## src/rtl/olids_pkg.sv

```systemverilog
package olids_pkg;

  typedef logic signed [31:0] olids_value_t;

  typedef enum logic [1:0] {
    CMD_INS_FRONT,
    CMD_INS_REAR,
    CMD_DELETE,
    CMD_SEARCH
  } olids_cmd_t;

  typedef enum logic [2:0] {
    STATUS_OK,
    STATUS_EMPTY,
    STATUS_BAD_POS,
    STATUS_NOT_FOUND,
    STATUS_FULL
  } olids_status_t;

endpackage

```

## src/rtl/olids_ram.sv

```systemverilog
module olids_ram #(
  parameter int DEPTH = 16
) (
  input  logic                         clk,
  input  logic                         we,
  input  logic [$clog2(DEPTH)-1:0]     waddr,
  input  olids_pkg::olids_value_t      wdata,
  input  logic                         re,
  input  logic [$clog2(DEPTH)-1:0]     raddr,
  output olids_pkg::olids_value_t      rdata
);
  import olids_pkg::*;

  olids_value_t mem [DEPTH];

  always_ff @(posedge clk) begin
    if (we) begin
      mem[waddr] <= wdata;
    end
  end

  // read returns old contents on a same-address write
  always_ff @(posedge clk) begin
    if (re) begin
      rdata <= mem[raddr];
    end
  end

endmodule

```

## src/rtl/ordered_list_insert_delete_search_unit.sv

```systemverilog
// Bounded ordered list of signed 32-bit values, held as a ring in one
// simple dual-port RAM of DEPTH words (one write and one registered read a
// cycle) with a head pointer and an occupancy count. One request is worked
// on at a time: insert at front or rear writes the value in the execute
// state (head moves back for a front insert, so nothing shifts); delete at
// position p makes one RAM read and one write-back a cycle as the tail
// slides down by one; search makes one RAM read a cycle, with the compare
// on the registered read data in the cycle after each read. Empty, full and
// bad-position requests go straight from execution to completion. The
// engine returns to idle at the same edge that loads the result. The
// result sits in an output register, so a new request is taken as soon as
// the engine is idle even if the previous result has not been taken yet.
// found_position and entry_count are reported in 5 bits and wrap for DEPTH
// above 31. The RAM needs no clearing after reset: only entries below the
// count are ever read.
module ordered_list_insert_delete_search_unit #(
  parameter int DEPTH = 16
) (
  input  logic        clk,
  input  logic        rst,
  input  logic        s_tvalid,
  output logic        s_tready,
  input  logic [39:0] s_tdata,   // value[31:0], position[37:32], zero pad
  input  logic [1:0]  s_tuser,   // command[1:0]
  output logic        m_tvalid,
  input  logic        m_tready,
  output logic [15:0] m_tdata,   // found_position[4:0], entry_count[9:5], zero pad
  output logic [2:0]  m_tuser    // status[2:0]
);
  import olids_pkg::*;

  localparam int AW = (DEPTH > 1) ? $clog2(DEPTH) : 1;
  localparam int OW = $clog2(DEPTH + 1);

  typedef enum logic [2:0] {
    ST_IDLE,
    ST_EXEC,
    ST_SEARCH,
    ST_DELETE,
    ST_DONE
  } state_t;

  // ring index arithmetic, a below DEPTH and b at most DEPTH
  function automatic logic [AW-1:0] wrap_add(logic [AW-1:0] a, logic [OW-1:0] b);
    logic [OW:0] s;
    s = (OW+1)'(a) + (OW+1)'(b);
    if (s >= (OW+1)'(DEPTH)) begin
      s = s - (OW+1)'(DEPTH);
    end
    return s[AW-1:0];
  endfunction

  function automatic logic [AW-1:0] wrap_inc(logic [AW-1:0] a);
    return (a == AW'(DEPTH - 1)) ? '0 : a + 1'b1;
  endfunction

  state_t        state;
  logic [AW-1:0] head;
  logic [OW-1:0] occ;
  olids_cmd_t    cmd;
  olids_value_t  key;
  logic [5:0]    pos;
  logic [OW-1:0] issue_k;     // logical index of next RAM read
  logic [AW-1:0] cmp_k;       // logical index of data being compared
  logic [AW-1:0] rptr;
  logic [AW-1:0] wptr;
  logic          rd_vld;
  olids_status_t res_status;
  logic [4:0]    res_found;

  logic          mem_we;
  logic [AW-1:0] mem_waddr;
  olids_value_t  mem_wdata;
  logic          mem_re;
  logic [AW-1:0] mem_raddr;
  olids_value_t  mem_rdata;

  logic [AW-1:0] head_dec;
  logic          is_full;
  logic          bad_pos;

  assign head_dec = (head == '0) ? AW'(DEPTH - 1) : head - 1'b1;
  assign is_full  = (occ == OW'(DEPTH));
  assign bad_pos  = (pos == 6'd0) || (32'(pos) > 32'(occ));
  assign s_tready = (state == ST_IDLE);

  olids_ram #(
    .DEPTH(DEPTH)
  ) u_ram (
    .clk  (clk),
    .we   (mem_we),
    .waddr(mem_waddr),
    .wdata(mem_wdata),
    .re   (mem_re),
    .raddr(mem_raddr),
    .rdata(mem_rdata)
  );

  // ram port control
  always_comb begin
    mem_we    = 1'b0;
    mem_waddr = wptr;
    mem_wdata = mem_rdata;
    mem_re    = 1'b0;
    mem_raddr = rptr;
    case (state)
      ST_EXEC: begin
        if ((cmd == CMD_INS_FRONT || cmd == CMD_INS_REAR) && !is_full) begin
          mem_we    = 1'b1;
          mem_waddr = (cmd == CMD_INS_FRONT) ? head_dec : wrap_add(head, occ);
          mem_wdata = key;
        end
      end
      ST_SEARCH: begin
        mem_re = (issue_k < occ);
      end
      ST_DELETE: begin
        // read one ahead, write the previous word one slot lower
        mem_re = (issue_k < occ);
        mem_we = rd_vld;
      end
      default: begin
      end
    endcase
  end

  always_ff @(posedge clk) begin
    if (rst) begin
      state    <= ST_IDLE;
      head     <= '0;
      occ      <= '0;
      rd_vld   <= 1'b0;
      m_tvalid <= 1'b0;
    end else begin
      rd_vld <= mem_re;
      // the completion state reloads the output register itself
      if (m_tvalid && m_tready && (state != ST_DONE)) begin
        m_tvalid <= 1'b0;
      end
      case (state)
        ST_IDLE: begin
          if (s_tvalid) begin
            cmd   <= olids_cmd_t'(s_tuser);
            key   <= s_tdata[31:0];
            pos   <= s_tdata[37:32];
            state <= ST_EXEC;
          end
        end
        ST_EXEC: begin
          res_found <= '0;
          case (cmd)
            CMD_INS_FRONT, CMD_INS_REAR: begin
              if (is_full) begin
                res_status <= STATUS_FULL;
              end else begin
                res_status <= STATUS_OK;
                occ        <= occ + 1'b1;
                if (cmd == CMD_INS_FRONT) begin
                  head <= head_dec;
                end
              end
              state <= ST_DONE;
            end
            CMD_DELETE: begin
              if (occ == '0) begin
                res_status <= STATUS_EMPTY;
                state      <= ST_DONE;
              end else if (bad_pos) begin
                res_status <= STATUS_BAD_POS;
                state      <= ST_DONE;
              end else begin
                issue_k <= OW'(pos);
                rptr    <= wrap_add(head, OW'(pos));
                wptr    <= wrap_add(head, OW'(pos) - OW'(1));
                state   <= ST_DELETE;
              end
            end
            default: begin
              if (occ == '0) begin
                res_status <= STATUS_EMPTY;
                state      <= ST_DONE;
              end else begin
                issue_k <= '0;
                cmp_k   <= '0;
                rptr    <= head;
                state   <= ST_SEARCH;
              end
            end
          endcase
        end
        ST_SEARCH: begin
          if (mem_re) begin
            rptr    <= wrap_inc(rptr);
            issue_k <= issue_k + 1'b1;
          end
          if (rd_vld) begin
            if (mem_rdata == key) begin
              res_status <= STATUS_OK;
              res_found  <= 5'(OW'(cmp_k) + OW'(1));
              state      <= ST_DONE;
            end else if (OW'(cmp_k) + OW'(1) == occ) begin
              res_status <= STATUS_NOT_FOUND;
              state      <= ST_DONE;
            end else begin
              cmp_k <= cmp_k + 1'b1;
            end
          end
        end
        ST_DELETE: begin
          if (mem_re) begin
            rptr    <= wrap_inc(rptr);
            issue_k <= issue_k + 1'b1;
          end
          if (rd_vld) begin
            wptr <= wrap_inc(wptr);
          end
          if (!mem_re && !rd_vld) begin
            occ        <= occ - 1'b1;
            res_status <= STATUS_OK;
            state      <= ST_DONE;
          end
        end
        ST_DONE: begin
          // wait for the output register to free up
          if (!m_tvalid || m_tready) begin
            m_tvalid <= 1'b1;
            m_tuser  <= res_status;
            m_tdata  <= {6'b0, 5'(occ), res_found};
            state    <= ST_IDLE;
          end
        end
        default: begin
          state <= ST_IDLE;
        end
      endcase
    end
  end

  // occupancy never runs past the store size
  a_occ_bound: assert property (@(posedge clk) disable iff (rst)
    32'(occ) <= DEPTH)
    else $error("occupancy above depth");

  // an accepted request blocks further requests until its result is queued
  a_accept_busy: assert property (@(posedge clk) disable iff (rst)
    s_tvalid && s_tready |=> !s_tready)
    else $error("request taken while busy");

  // a new result only comes from the completion state
  a_result_src: assert property (@(posedge clk) disable iff (rst)
    $rose(m_tvalid) |-> $past(state == ST_DONE))
    else $error("result loaded outside completion");

  // ram reads and writes never happen while idle
  a_idle_no_write: assert property (@(posedge clk) disable iff (rst)
    state == ST_IDLE |-> !mem_we && !mem_re)
    else $error("ram access while idle");

endmodule
```

## config.mk

```make
export PLATFORM = sky130hd
export DESIGN_NAME = ordered_list_insert_delete_search_unit
export DESIGN_NICKNAME = d
export VERILOG_FILES = /design/src/rtl/olids_pkg.sv /design/src/rtl/olids_ram.sv /design/src/rtl/ordered_list_insert_delete_search_unit.sv
export SDC_FILE = /design/constraint.sdc
export NUM_CORES = 1
export LEC_CHECK = 0
export BUFFER_PORTS_ARGS = -buffer_cell sky130_fd_sc_hd__buf_2
export CORE_MARGIN = 5
export CORE_UTILIZATION = 44
export CTS_CLUSTER_DIAMETER = 100
export CTS_CLUSTER_SIZE = 20
export DETAILED_ROUTE_END_ITERATION = 12
export PLACE_DENSITY = 0.62
export SETUP_SLACK_MARGIN = 0.15
export SLEW_MARGIN = 20
export SYNTH_ARGS = -nofsm -noshare
export SYNTH_HDL_FRONTEND = slang
export SYNTH_HIERARCHICAL = 1
export SYNTH_SLANG_ARGS = --single-unit
```

## constraint.sdc

```tcl
create_clock -name clk -period 7.35 [get_ports clk]
set_input_delay 1.1025 -clock clk [delete_from_list [all_inputs] [get_ports clk]]
set_output_delay 1.1025 -clock clk [all_outputs]
set_load 0.02 [all_outputs]
```

==> results of run 1 <==
## kinds of logic after synthesis
group                      share of synthesized area
muxes                                         0.1143
DFF                                           0.7442
AOI/OAI and AO/OA                            0.04151
other                                      0.0001472
xor gates and xnor gates                     0.02014
adders and majority gates                    0.01690
and+or+nand+nor                              0.04647
buffers and inverters                        0.01626
## per-stage QoR
step	util	cells
2_1_floorplan	-	1370
3_3_place_gp	0.4659	2154
3_5_place_dp	0.4666	2156
4_1_cts	0.4850	2204
5_1_grt	0.4850	2204
6_report	0.4850	2204
## routing by layer
layer / routed length [um] / track usage / vias up
met1: 24380 / 0.2568 / 6684
li1: - / - / 5525
met2: 27180 / 0.2897 / 387
met5: 0 / 0 / -
met3: 3201 / 0.02108 / 66
met4: 954 / 0.03820 / 0
## power by group
group	total [uW]	internal (uW)	switching (uW)
logic	361	100	261
clock network	2100	957	1140
registers	4140	4100	41.9
## cells in the final DEF (no fill, tap or decap), drive strengths merged, types with 16 or more instances in the layout
master,count
edfxtp,622
nand2,156
mux4,128
buf,88
a22oi,66
xor2,42
clkbuf,42
nor2,41
ha,28
a21oi,25
o21ai,23
inv,20
nor3,16
## worst register-to-register path, stage by stage, from the launching register on
cell      delay [ns]
dfxtp_1         0.46
nor4_1          0.85
nand2_1         0.18
nand2_2         0.09
buf_4           0.50
nand2_1         0.13
o21ai_0         0.18
nand3b_1        0.37
nor2_4          0.72
buf_4           0.51
## how the worst min path moves through the flow
stage                       start    endpoint  slack, ns  cells after the start
finish               res_found[0]  m_tdata[0]       0.43                      0
global route         res_found[1]  m_tdata[1]       0.44                      0
CTS                  res_found[4]  m_tdata[4]       0.43                      0
detailed placement  res_status[0]  m_tuser[0]       0.41                      0
global placement    res_status[0]  m_tuser[0]       0.41                      0
floorplan            res_found[0]  m_tdata[0]       0.40                      0
## area by class of cell
| type | instances | area, um^2 |
|---|---|---|
| multi-input cells | 648 | 6266 |
| well taps | 765 | 957.2 |
| repair buffers | 88 | 565.5 |
| inverters | 19 | 71.32 |
| fillers | 4739 | 29600 |
| clock inverters | 6 | 92.59 |
| flip-flops and latches | 636 | 18960 |
| clock buffers | 42 | 965.9 |
## state kept, by name, indices dropped and copies added (netlist names)
| register | cells |
|---|---|
| cmp_k | 4 |
| rd_vld | 1 |
| m_tvalid | 1 |
| res_status | 3 |
| wptr | 4 |
| u_ram/rdata | 32 |
| key | 32 |
| cmd | 2 |
| m_tdata | 10 |
| head | 4 |
| m_tuser | 3 |
| state | 3 |
| pos | 6 |
| issue_k | 5 |
| occ | 5 |
| res_found | 5 |
| mem_raddr | 4 |
| u_ram/mem | 512 |
==> reports/results.tsv, run 1 <==
stage	metric	value	unit
critical_path	Slowest-stage cell, CP	nor4_1	
final_layout	share of post-route cells with drive strength above 1	0.2015	
critical_path	slowest cell delay on critical path	0.85	ns
placed_design	DP Area	26820	um^2
critical_path	Worst R2R Start	occ[0]	
routing	total wire length	55720	um
critical_path	crit path DAT	4.60	ns
clock_network	CTS root buf	clkbuf_16	
clock_network	Reg clk slew, reported paths	0.09	ns
critical_path	R2R setup slack	2.98	ns
timing	Clock Skews	0.02572	ns
clock_network	Num CTS Buffers	38	
synth	Avg Inst Size Synth	18.66	um^2
placed_design	Final Wtd Congestion	0.8031	
placed_design	I/O Buffers	58	
timing	Worst-Margin Slew	1.040	ns
clock_network	clk sink count	636	
floorplan	row cnt	88	
critical_path	reg2reg end	u_ram/mem[10][28]	
critical_path	Critical Path, Cell by Cell	nor4_1 > nand2_1 > nand2_2 > buf_4 > nand2_1 > o21ai_0 > nand3b_1 > nor2_4 > buf_4	
synth	count of different cell masters after synthesis	55	
run	max cap viols	0	
critical_path	CP Class	flip-flop to flip-flop	
placed_design	Place WS	3.059	ns
global_routing	first-pass GRT wire length	83830	um
synth	post-synthesis sequential area ratio	0.7442	
synth	Ys Warns	6	
global_routing	GRT overflow	0	
clock_network	Max clock buf depth	3	
critical_path	critical path depth	9	
global_routing	largest net degree at the start of global routing	132	
synth	Post-Synthesis Cells	1365	
worst_hold_path	worst hold-check path type	flip-flop to flip-flop	
global_routing	antenna violations before repair	0	
critical_path	CP Launch Point	occ[0]	
routing	Post-DRT Antenna Nets	0	
critical_path	family with the most delay on the worst path	simple AND/OR/NAND/NOR gates	
clock_network	CTS resizes	0	
synth	#FFs+latches synth	636	
synth	largest area contributor in the netlist	edfxtp_1	
critical_path	Max FO, Critical Path	40	
timing	Hold Violations, Final	0	
critical_path	R2R cell count	9	
timing	setup TNS	0	ns
power	pwr/cell area	236.8	nW/um^2
floorplan	Boundary Pins	67	
routing	Iter 0 DRT Violations	1170	
floorplan	Starting Density	0.4432	
final_layout	nets@finish	1509	
routing	Avg WL per Cell	25.28	um
floorplan	Die W	250.6	um
critical_path	Critical Path Start Type	flip-flop	
timing	Final Setup Violations	0	
routing	First-pass DRT Iterations	5	
final_layout	n_diodes	0	
synth	async set-reset flop share out of synthesis	0	
timing	Rel. slew slack	0.3051	
critical_path	CP required	7.59	ns
synth	share of the synthesized area in the top cell type	0.7332	
timing	min Tclk post-route	4.368	ns
routing	DR vias	12662	
synth	Post-synth EDFFs	622	
floorplan	area of the core	57480	um^2
global_routing	GRT Total Usage	0.1760	
timing	RSZ-0062 raised after global routing	false	
routing	drt drc	0	
clock_network	worst skew pair latency	0.59	ns
synth	Commonest cells post-synth	edfxtp_1 (622), nand2_1 (156), mux4_2 (128), a22oi_1 (66), xor2_1 (42)	
synth	synth top area cells	edfxtp_1 (73%), mux4_2 (11%), nand2_1 (2.3%), a22oi_1 (1.9%), xor2_1 (1.4%)	
critical_path	CP Capture Type	flip-flop	
timing	max-slew violations	0	
outcome	status	complete, no violations	
placed_design	detailed placement HPWL	30930	um
timing	maximum clock rate	228.9	MHz
timing	Hold WS	0.4282	ns
timing	final period utilization	0.5943	
routing	Via density	5.745	
power	P_leak	0.008982	uW
synth	Cell Area, Synth	25470	um^2
power	Overall Power	6601	uW
critical_path	Critical Path Sink	u_ram/mem[10][28]	
clock_network	Setup Buffers After CTS	0	
synth	Top FF cell, synth	edfxtp_1	
final_layout	fin area	27880	um^2
final_layout	area grow syn2layout	9.435	%
clock_network	CTS tree	yes	
critical_path	CP bufs+invs	2	
floorplan	die height	250.6	um
clock_network	# hold bufs at CTS	0	
floorplan	die area	62810	um^2
timing	Worst Slack Setup Final	2.982	ns
synth	count leader, synth	edfxtp_1	
power	worst vdd ir	189.6	uV
clock_network	CTS H-Tree Depth	2	
global_routing	vias in the first global route	12913	
Note: power is estimated with default switching activity, not from simulation.
==> run 2: changes to the inputs <==
- clock period: 7.35 -> 4.2 ns (I/O delays scaled with it)
==> run 2 against run 1 <==
Register-to-register slack got worse by 2.6 ns; hold slack got worse by 0.21 ns; cell count grew 0.77%; clock power grew 74%; wire length rose by 0.89%.
==> reports/results.tsv, run 2 (synthesis results as in run 1) <==
stage	metric	value	unit	change
outcome	status	complete, no violations		unchanged
timing	Worst-Margin Slew	1.090	ns	was 1.040 ns
timing	RSZ-0062 raised after global routing	false		unchanged
floorplan	area of the core	57480	um^2	unchanged
critical_path	CP Class	flip-flop to flip-flop		unchanged
routing	Post-DRT Antenna Nets	0		unchanged
clock_network	worst skew pair latency	0.58	ns	was 0.59 ns
critical_path	CP Capture Type	flip-flop		unchanged
floorplan	row cnt	88		unchanged
worst_hold_path	worst hold-check path type	input pin to flip-flop		was flip-flop to flip-flop
clock_network	# hold bufs at CTS	0		unchanged
global_routing	GRT overflow	0		unchanged
critical_path	reg2reg end	u_ram/mem[4][18]		was u_ram/mem[10][28]
global_routing	vias in the first global route	12905		about the same
clock_network	CTS root buf	clkbuf_16		unchanged
placed_design	Final Wtd Congestion	0.8122		was 0.8031
critical_path	R2R setup slack	0.39	ns	was 2.98 ns
routing	Iter 0 DRT Violations	1320		was 1170
power	P_leak	0.009093	uW	was 0.008982 uW
clock_network	Max clock buf depth	3		unchanged
routing	total wire length	56210	um	was 55720 um
final_layout	commonest non-fill, non-tap cells in the layout	edfxtp_1 (622), nand2_1 (155), mux4_2 (128)		unchanged
critical_path	Max FO, Critical Path	19		was 40
timing	min Tclk post-route	3.810	ns	was 4.368 ns
timing	Clock Skews	0.02583	ns	was 0.02572 ns
clock_network	Reg clk slew, reported paths	0.10	ns	was 0.09 ns
clock_network	clk sink count	636		unchanged
timing	Rel. slew slack	0.2732		was 0.3051
final_layout	biggest regs	u_ram/mem: 512 flops, key: 32 flops, u_ram/rdata: 32 flops		unchanged
routing	First-pass DRT Iterations	5		unchanged
power	pwr/cell area	410.6	nW/um^2	was 236.8 nW/um^2
run	max cap viols	0		unchanged
clock_network	CTS resizes	0		unchanged
power	Overall Power	11550	uW	was 6601 uW
final_layout	fin util	0.4894		was 0.4850
critical_path	Critical Path Start Type	flip-flop		unchanged
critical_path	crit path DAT	4.05	ns	was 4.60 ns
routing	Avg WL per Cell	25.31	um	was 25.28 um
routing	drt drc	0		unchanged
final_layout	largest reg by FF count	u_ram/mem		unchanged
final_layout	max FFs per register	512		unchanged
timing	maximum clock rate	262.5	MHz	was 228.9 MHz
final_layout	nets@finish	1523		was 1509
routing	DR vias	12710		was 12.66k
floorplan	die height	250.6	um	unchanged
timing	max-slew violations	0		unchanged
final_layout	commonest non-fill, non-tap cell in the layout	edfxtp_1		unchanged
timing	Final Setup Violations	0		unchanged
global_routing	first-pass GRT wire length	84300	um	was 83830 um
critical_path	R2R cell count	7		was 9
power	worst vdd ir	354.6	uV	was 189.6 uV
final_layout	area of the multi-input gates	6290	um^2	was 6266 um^2
floorplan	Die W	250.6	um	unchanged
final_layout	n_diodes	0		unchanged
final_layout	# fillers	4767		was 4739
clock_network	Num CTS Buffers	38		unchanged
worst_hold_path	hold depth	1		was 0
clock_network	Setup Buffers After CTS	0		unchanged
critical_path	CP required	4.44	ns	was 7.59 ns
critical_path	CP Launch Point	occ[0]		unchanged
global_routing	antenna violations before repair	0		unchanged
final_layout	Seq. cell area	18960	um^2	unchanged
floorplan	Starting Density	0.4432		unchanged
critical_path	Worst R2R Start	occ[0]		unchanged
final_layout	share of post-route cells with drive strength above 1	0.2088		was 0.2015
clock_network	CTS H-Tree Depth	2		unchanged
worst_hold_path	worst min-delay path endpoint	key[0]		was m_tdata[0]
floorplan	die area	62810	um^2	unchanged
routing	Via density	5.723		was 5.745
global_routing	GRT Total Usage	0.1778		was 0.1760
placed_design	I/O Buffers	58		unchanged
clock_network	CTS tree	yes		unchanged
placed_design	detailed placement HPWL	31480	um	was 30930 um
global_routing	largest net degree at the start of global routing	68		was 132
final_layout	area grow syn2layout	10.42	%	was 9.435%
floorplan	Boundary Pins	67		unchanged
worst_hold_path	hold_sp	s_tdata[0]		was res_found[0]
timing	Hold Violations, Final	0		unchanged
timing	final period utilization	0.9071		was 0.5943
-- run 2: changes by cell type in the layout (fill, tap and decap cells not counted), sizes merged --
cell      previous run  this run
inv                 20        21
buf                 88       102
clkbuf              42        45
clkinv               5         3
clkinvlp             0         1
-- run 2: critical path, stage by stage (launching register included) --
cell and delay (ns):
dfxtp_1 0.44, nor4_1 0.94, nand2_1 0.21, nand2_2 0.47, o21ai_0 0.26, nand3b_1 0.47
nor3_4 0.25, buf_4 0.39
-- run 2: routing by layer --
| metal | share of wire | track usage | vias to the layer above |
|---|---|---|---|
| met5 | 0 | 0 | - |
| met2 | 0.48 | 0.2850 | 416 |
| li1 | - | - | 5562 |
| met4 | 0.017 | 0.03836 | 0 |
| met1 | 0.44 | 0.2626 | 6672 |
| met3 | 0.062 | 0.02710 | 60 |
-- run 2: worst max-delay path by stage --
| stage | endpoint | slack [ns] | cells after the start |
|---|---|---|---|
| finish | u_ram/mem[4][18] | 0.39 | 7 |
| global route | u_ram/mem[8][29] | 0.22 | 8 |
| CTS | u_ram/mem[4][25] | 0.44 | 7 |
| detailed placement | u_ram/mem[4][19] | 0.49 | 7 |
| global placement | u_ram/mem[4][19] | 0.55 | 7 |
| floorplan | u_ram/mem[1][0] | -0.02 | 8 |
-- run 2: layout make-up --
| class | count | area share |
|---|---|---|
| timing repair buffer | 102 | 0.02874 |
| multi-input combinational | 648 | 0.2236 |
| tap | 765 | 0.03403 |
| clock inverter | 6 | 0.002358 |
| inverter | 19 | 0.002535 |
| sequential | 636 | 0.6740 |
| clock buffer | 45 | 0.03474 |
-- run 2: where the power goes --
group	internal [uW]	leakage, uW	switching [uW]
sequential	7180	0.00574	72.7
clock	1680	0.000506	1980
combinational	184	0.00285	467
-- run 2: per-stage QoR --
| stage | cells | worst slack [ns] | hold slack, ns | setup TNS (ns) | cell area [um^2] |
|---|---|---|---|---|---|
| global placement | 2170 | 0.5494 | 0.4048 | 0 | 27080 |
| detailed placement | 2170 | 0.4872 | 0.4045 | 0 | 27080 |
| finish | 2221 | 0.3901 | 0.2224 | 0 | 28130 |
| global route | 2221 | 0.2162 | 0.1949 | 0 | 28130 |
| floorplan | 1370 | -0.01763 | 0.4003 | -1.692 | 25520 |
| CTS | 2221 | 0.4394 | 0.1845 | 0 | 28130 |
==> run 3: changes to the inputs <==
- REMOVE_ABC_BUFFERS: not set -> 1
- clock period: 4.2 -> 4.6 ns (I/O delays scaled with it)
==> run 3 against run 2 <==
Critical path type unchanged; first-iteration DRC count is 20% lower; power shrank 8.2%; final area is 0.28% lower; worst setup slack improved by 0.46 ns; utilization fell by 0.14 points; cell count is essentially flat.
==> reports/results.tsv, run 3 (synthesis results as in run 1) <==
stage	metric	value	unit	change
placed_design	Final Wtd Congestion	0.8246		was 0.8122
outcome	status	complete, no violations		unchanged
routing	DR vias	12743		was 12.71k
placed_design	DP Area	26960	um^2	was 27080 um^2
timing	Worst Slack Setup Final	0.8468	ns	was 0.3901 ns
critical_path	R2R setup slack	0.85	ns	was 0.39 ns
timing	RSZ-0062 raised after global routing	false		unchanged
timing	maximum clock rate	266.4	MHz	was 262.5 MHz
timing	Worst-Margin Slew	1.146	ns	was 1.090 ns
final_layout	share of post-route cells with drive strength above 1	0.2093		was 0.2088
critical_path	Critical Path Start Type	flip-flop		unchanged
clock_network	CTS H-Tree Depth	2		unchanged
critical_path	CP required	4.87	ns	was 4.44 ns
floorplan	die area	62810	um^2	unchanged
global_routing	GRT Total Usage	0.1726		was 0.1778
routing	total wire length	55060	um	was 56210 um
final_layout	max FFs per register	512		unchanged
floorplan	row cnt	88		unchanged
clock_network	Reg clk slew, reported paths	0.08	ns	was 0.10 ns
clock_network	# hold bufs at CTS	0		unchanged
global_routing	first-pass GRT wire length	82110	um	was 84300 um
routing	top sig layer	met5		was met4
routing	First-pass DRT Iterations	5		unchanged
run	max cap viols	0		unchanged
routing	WL met3	3051	um	was 3498 um
critical_path	Max FO, Critical Path	18		was 19
worst_hold_path	hold depth	1		unchanged
timing	Rel. slew slack	0.2362		was 0.2732
routing	DR WL met2	26920	um	was 26800 um
critical_path	R2R cell count	7		unchanged
global_routing	largest net degree at the start of global routing	132		was 68
timing	Final Setup Violations	0		unchanged
timing	final period utilization	0.8159		was 0.9071
worst_hold_path	worst hold-check path type	input pin to flip-flop		unchanged
timing	max-slew violations	0		unchanged
final_layout	area grow syn2layout	10.11	%	was 10.42%
routing	Post-DRT Antenna Nets	0		unchanged
routing	drt drc	0		unchanged
critical_path	crit path DAT	4.02	ns	was 4.05 ns
global_routing	antenna violations before repair	1		was 0
clock_network	worst skew pair latency	0.59	ns	was 0.58 ns
clock_network	Max clock buf depth	3		unchanged
placed_design	Place WS	0.9054	ns	was 0.4872 ns
power	pwr/cell area	378.1	nW/um^2	was 410.6 nW/um^2
clock_network	CTS resizes	0		unchanged
final_layout	fin area	28050	um^2	was 28130 um^2
final_layout	n_diodes	0		unchanged
final_layout	nets@finish	1523		unchanged
floorplan	die height	250.6	um	unchanged
global_routing	vias in the first global route	13079		was 12.91k
timing	Clock Skews	0.02933	ns	was 0.02583 ns
final_layout	# fillers	4726		was 4767
floorplan	Boundary Pins	67		unchanged
clock_network	CTS root buf	clkbuf_16		unchanged
critical_path	CP Class	flip-flop to flip-flop		unchanged
clock_network	clk sink count	636		unchanged
final_layout	largest reg by FF count	u_ram/mem		unchanged
placed_design	detailed placement HPWL	31080	um	was 31480 um
floorplan	Die W	250.6	um	unchanged
clock_network	CTS tree	yes		unchanged
timing	setup TNS	0	ns	unchanged
routing	Iter 0 DRT Violations	1055		was 1320
clock_network	Num CTS Buffers	39		was 38
final_layout	commonest non-fill, non-tap cell in the layout	edfxtp_1		unchanged
floorplan	area of the core	57480	um^2	unchanged
routing	Avg WL per Cell	24.78	um	was 25.31 um
power	worst vdd ir	345.1	uV	was 354.6 uV
clock_network	Setup Buffers After CTS	0		unchanged
final_layout	commonest non-fill, non-tap cells in the layout	edfxtp_1 (622), nand2_1 (155), mux4_2 (128)		unchanged
floorplan	Starting Density	0.4432		unchanged
timing	min Tclk post-route	3.753	ns	was 3.810 ns
routing	Metal-1 WL	23960	um	was 24970 um
timing	Hold Violations, Final	0		unchanged
power	P_leak	0.009076	uW	was 0.009093 uW
critical_path	CP Capture Type	flip-flop		unchanged
global_routing	GRT overflow	0		unchanged
placed_design	I/O Buffers	58		unchanged
routing	Via density	5.735		was 5.723
final_layout	biggest regs	u_ram/mem: 512 flops, key: 32 flops, u_ram/rdata: 32 flops		unchanged
run 3: changes by cell type in the layout (fill, tap and decap cells not counted), sizes merged:
cell / change
clkinvlp: -1
clkinv: +3
buf: -1
run 3: through the flow:
step | cells | hold slack [ns] | power, uW | utilization
2_1_floorplan | 1303 | 0.4003 | 7084 | -
3_3_place_gp | 2169 | 0.4002 | 7322 | 0.4692
3_5_place_dp | 2169 | 0.4057 | 7350 | 0.4692
4_1_cts | 2222 | 0.2319 | 10740 | 0.4880
5_1_grt | 2222 | 0.2447 | 11000 | 0.4880
6_report | 2222 | 0.2738 | 10610 | 0.4880
run 3: where the power goes:
part	total, uW	switching [uW]	internal, uW
combinational	595	427	168
sequential	6610	59.1	6550
clock	3400	1830	1570
total	10600	2310	8290
run 3: per-layer routing:
| metal | global-route usage | vias to the layer above |
|---|---|---|
| met5 | 0 | - |
| met4 | 0.04132 | 2 |
| met3 | 0.02762 | 73 |
| met2 | 0.2880 | 351 |
| met1 | 0.2416 | 6749 |
| li1 | - | 5568 |
run 3: cell type report:
class	count	area, um^2	share of cell area
clock inverter	8	86.33	0.003078
sequential	636	18960	0.6759
inverter	19	71.32	0.002543
multi-input combinational	648	6265	0.2233
clock buffer	45	998.5	0.03560
tap	765	957.2	0.03412
timing repair buffer	101	713.2	0.02543
run 3: final timing paths:
| check | from | end |
|---|---|---|
| worst max register to register | state[0] | u_ram/mem[2][3] |
| worst min register to register | res_found[1] | m_tdata[1] |
| worst max-delay path | state[0] | u_ram/mem[2][3] |
| worst min-delay path | s_tdata[2] | key[2] |
run 3: worst max-delay path, cell delays in order, from the launching register on:
cell and delay [ns]:
dfxtp_1 0.50, or3b_1 0.51, nor2_1 0.16, nand2_2 0.32, a22oi_1 0.53, or3b_2 0.62, nor2_4 0.46, buf_4 0.35
